===== config.mk =====
export PLATFORM = sky130hd
export DESIGN_NAME = vgrt_recip
export DESIGN_NICKNAME = d
export VERILOG_FILES = /design/src/sv/vgrt_pkg.sv /design/src/sv/vgrt_recip.sv
export SDC_FILE = /design/constraint.sdc
export NUM_CORES = 1
export LEC_CHECK = 0
export BUFFER_PORTS_ARGS = -buffer_cell sky130_fd_sc_hd__buf_4
export CAP_MARGIN = 20
export CORE_MARGIN = 2
export CORE_UTILIZATION = 30
export DETAILED_ROUTE_END_ITERATION = 12
export GPL_ROUTABILITY_DRIVEN = 0
export PLACE_DENSITY = 0.45
export SKIP_CTS_REPAIR_TIMING = 1
export SLEW_MARGIN = 15
export SYNTH_ARGS = -nofsm -noshare
export SYNTH_HDL_FRONTEND = slang
export SYNTH_SLANG_ARGS = --single-unit

===== constraint.sdc =====
create_clock -name clk -period 3.4 [get_ports clk]
set_clock_uncertainty 0.2 [all_clocks]
set_input_delay 0.85 -clock clk [delete_from_list [all_inputs] [get_ports clk]]
set_output_delay 0.85 -clock clk [all_outputs]
set_load 0.03 [all_outputs]

===== src/sv/vgrt_pkg.sv =====
// Shared types and constants for the voxel grid ray traversal block.
`default_nettype none
package vgrt_pkg;
    localparam int GRID_SIDE_DEF = 16;
    localparam int MAX_STEPS_DEF = 128;
    localparam logic [7:0] EMPTY_CELL = 8'hFF;
    localparam int FRAC_BITS = 12;
    localparam int RECIP_BITS = 31;
    localparam int RATIO_W = 45;
    localparam logic [RATIO_W-1:0] RATIO_FAR = {1'b1, {(RATIO_W-1){1'b0}}};

    typedef enum logic [3:0] {
        ST_IDLE,
        ST_RECIP,
        ST_INIT,
        ST_READ,
        ST_CHECK,
        ST_DEPTH,
        ST_MUL,
        ST_POINT,
        ST_EMIT
    } state_t;
endpackage
`default_nettype wire


===== src/sv/vgrt_recip.sv =====
// Bit-serial reciprocal unit: floor(2^30 / mag), one quotient bit per cycle.
`default_nettype none
module vgrt_recip
    import vgrt_pkg::*;
(
    input  wire logic                  clk,
    input  wire logic                  rst_n,
    input  wire logic                  start,
    input  wire logic [15:0]           mag,
    output logic                       done,
    output logic [RECIP_BITS-1:0]      quot
);
    logic                  run_reg;
    logic [4:0]            cnt_reg;
    logic [15:0]           rem_reg;
    logic [RECIP_BITS-1:0] quot_reg;
    logic                  done_reg;
    logic [16:0]           rem_sh;
    logic                  ge;
    logic [16:0]           rem_next;

    assign rem_sh   = {rem_reg, cnt_reg == 5'(RECIP_BITS - 1)};
    assign ge       = rem_sh >= {1'b0, mag};
    assign rem_next = ge ? rem_sh - {1'b0, mag} : rem_sh;
    assign done     = done_reg;
    assign quot     = quot_reg;

    always_ff @(posedge clk or negedge rst_n)
    begin
        if (!rst_n)
        begin
            run_reg  <= 1'b0;
            cnt_reg  <= '0;
            done_reg <= 1'b0;
        end
        else
        begin
            done_reg <= 1'b0;
            if (start)
            begin
                run_reg <= 1'b1;
                cnt_reg <= 5'(RECIP_BITS - 1);
            end
            else if (run_reg)
            begin
                if (cnt_reg == 5'd0)
                begin
                    run_reg  <= 1'b0;
                    done_reg <= 1'b1;
                end
                else
                begin
                    cnt_reg <= cnt_reg - 5'd1;
                end
            end
        end
    end

    always_ff @(posedge clk)
    begin
        if (start)
        begin
            rem_reg  <= '0;
            quot_reg <= '0;
        end
        else if (run_reg)
        begin
            rem_reg  <= rem_next[15:0];
            quot_reg <= {quot_reg[RECIP_BITS-2:0], ge};
        end
    end
endmodule
`default_nettype wire


==> flow_summary.toml <==
[cts]
clk_path_buf_depth = 2
clkSinkCount = 54
h-tree-depth = 2
clkTransAtPathRegs_ps = 100
cts_tree = "built"
cts_buffers = 5
cts_root_buf = "clkbuf_8"
clkLatencyLatePin_ps = 310

[yosys]
yosysTopAreaCellShare = 0.301
synth-main-ff-cell = "dfxtp_1"
yosysSeqAreaShare = 0.357
yosys.area.top_type = "dfxtp_1"
ys_ff_latch = 54
synth_edf_count = 0
syn-num-nets = 412
ys_async_sr_fraction = 0.130
avgSynthCellArea_sq_um = 8.37
ys_warn_count = 0
netlist_area_sq_um = 3120
synth_area_leaders = "dfxtp_1 (30%), mux2i_1 (11%), ha_1 (7.6%), nor2_1 (7.3%), dfrtp_1 (5.6%)"
synth.distinct_cells = 52
syn_inst = 373

[die]
start_util = 0.305
rows = 37
ios = 51
core_sq_um = 10200
die_area_sq_um = 11200
die_y_um = 106
die-width_um = 106

[power]
cellPowerDensity_nw_per_um2 = 576
max-vdd-ir-drop_v = 0.000174
leakagePower_nw = 1.83

[route]
wl_per_cell_um = 14.5
drt_wl_total_um = 8110
route.vias.total = 2836
dr.pass1.iters = 4
ant_nets = 0
viasPerCell = 5.06
drcViolationCount = 0
drt_iter0_drc = 145

[global_routing]
grt-ovfl-total = 0
grt_first_pass_wirelength_um = 13600
grt_pass1_vias = 2729
grt_max_degree = 51
antenna_found_initial = 0
grtUsageTotal = 0.148

[final_layout]
layout.nets = 463
design_area_sq_um = 3770
final_cells = 561
final_cell_mix = "nor2_1 (61), buf_4 (61), dfxtp_1 (47)"
area.growth.synth_to_final_pct = 20.7
final_layout_size_suffix_gt1_frac = 0.172
antennaDiodeCount = 0
final_util = 0.368
largest_reg_flops = 31

[sta]
hold_viol = 0
max_freq_mhz = 334
setup_viol = 0
drv_slew = 0
slew-limit-headroom = 0.526
tns_ps = 0
finalCriticalPeriod_ps = 2990
fin_ws_ps = 407
worstMarginPinSlew_ps = 703
period_share = 0.880
rsz0062_at_grt = "no"

[setup_path]
arrival_ps = 3000
crit_path_start_kind = "flop"
crit_path_max_fanout = 5
cp-end-kind = "flop"
cp_data_required_time_ps = 3410
critPathKind = "reg2reg"

[job]
drv_cap = 0

[hold_path]
min_path_type = "in2async"

[placed_design]
dp_hpwl_um = 5880
port_buffers = 50
dp_cells = 553
placed_cell_area_sq_um = 3680
dp_slack_ps = 106

[outcome]
outcome = "complete, no violations"
-- path summary, 6_finish.rpt --
path / startpoint / to / slack, ps / cells after the start
hold / removal: rst_n / cnt_reg[4]$_DFFE_PN0P_ / 130 / 1
min in group clk: rem_reg[7]$_SDFFE_PP0P_ / rem_reg[7]$_SDFFE_PP0P_ / 310 / 2
max in group asynchronous: rst_n / run_reg$_DFF_PN0_ / 2740 / 1
hold reg to reg: rem_reg[7]$_SDFFE_PP0P_ / rem_reg[7]$_SDFFE_PP0P_ / 310 / 2
setup reg to reg: cnt_reg[0]$_DFFE_PN0P_ / rem_reg[14]$_SDFFE_PP0P_ / 410 / 11
setup / recovery: cnt_reg[0]$_DFFE_PN0P_ / rem_reg[14]$_SDFFE_PP0P_ / 410 / 11
-- layout make-up --
class                           count  area (sq um)
Sequential cell                    54          1120
Inverter                           26          97.6
Timing Repair Buffer               61           458
Tap cell                          136           170
Multi-Input combinational cell    276          1840
Fill cell                        1083          6460
Clock buffer                        6          72.6
Clock inverter                      2          13.8
-- per-layer routing --
metal / track usage / part of all wire
met4: 0.0282 / 0.0078
met2: 0.238 / 0.47
met5: 0 / 0
met3: 0.0258 / 0.026
met1: 0.210 / 0.50
-- power by group --
group	internal, mW	switching, mW
clock network	0.146	0.218
registers	0.718	0.0773
logic	0.427	0.583
total	1.29	0.878
-- per-stage QoR --
stage / hold WS (ps) / total power, mW
after detailed placement: 290 / 1.81
after global routing: 117 / 2.35
final: 132 / 2.17
after CTS: 127 / 2.19
after global placement: 279 / 1.82
after floorplan: 277 / 1.53
-- kinds of logic (layout without fill, tap and decap cells) --
| family | Yosys count | count (layout) | synth area share |
|---|---|---|---|
| AOI/OAI and AO/OA | 89 | 89 | 0.190 |
| xor gates and xnor gates | 8 | 8 | 0.0224 |
| adders and majority gates | 20 | 20 | 0.0825 |
| buffers and inverters | 43 | 95 | 0.0537 |
| DFF | 54 | 54 | 0.357 |
| muxes | 33 | 33 | 0.106 |
| and+or+nand+nor | 126 | 126 | 0.188 |
-- critical path: stages (launching register included) --
cell	delay, ps
dfrtp_1	420
inv_1	120
ha_1	160
nand4_1	130
ha_1	240
fa_1	400
nand2b_1	200
a21oi_1	220
o31a_1	310
nor3_1	100
and4b_1	320
o21ai_1	80
-- cells in the mapped netlist (3+ instances only) --
| library cell | n |
|---|---|
| nor2_1 | 61 |
| dfxtp_1 | 47 |
| mux2i_1 | 33 |
| inv_1 | 26 |
| a21oi_1 | 23 |
| ha_1 | 19 |
| nand2_1 | 16 |
| o21ai_0 | 13 |
| clkbuf_1 | 12 |
| o21ai_1 | 11 |
| nand3_1 | 10 |
| and3_1 | 7 |
| dfrtp_1 | 7 |
| nor4_1 | 7 |
| a311oi_1 | 6 |
| nor3_1 | 6 |
| nand4_1 | 5 |
| o211ai_1 | 5 |
| xnor2_1 | 5 |
| a211oi_1 | 4 |
| a31oi_1 | 4 |
| nand2b_1 | 4 |
| a211o_1 | 3 |
| a21o_1 | 3 |
| or3_1 | 3 |
| xor2_1 | 3 |
(Power assumes the default switching activity.)
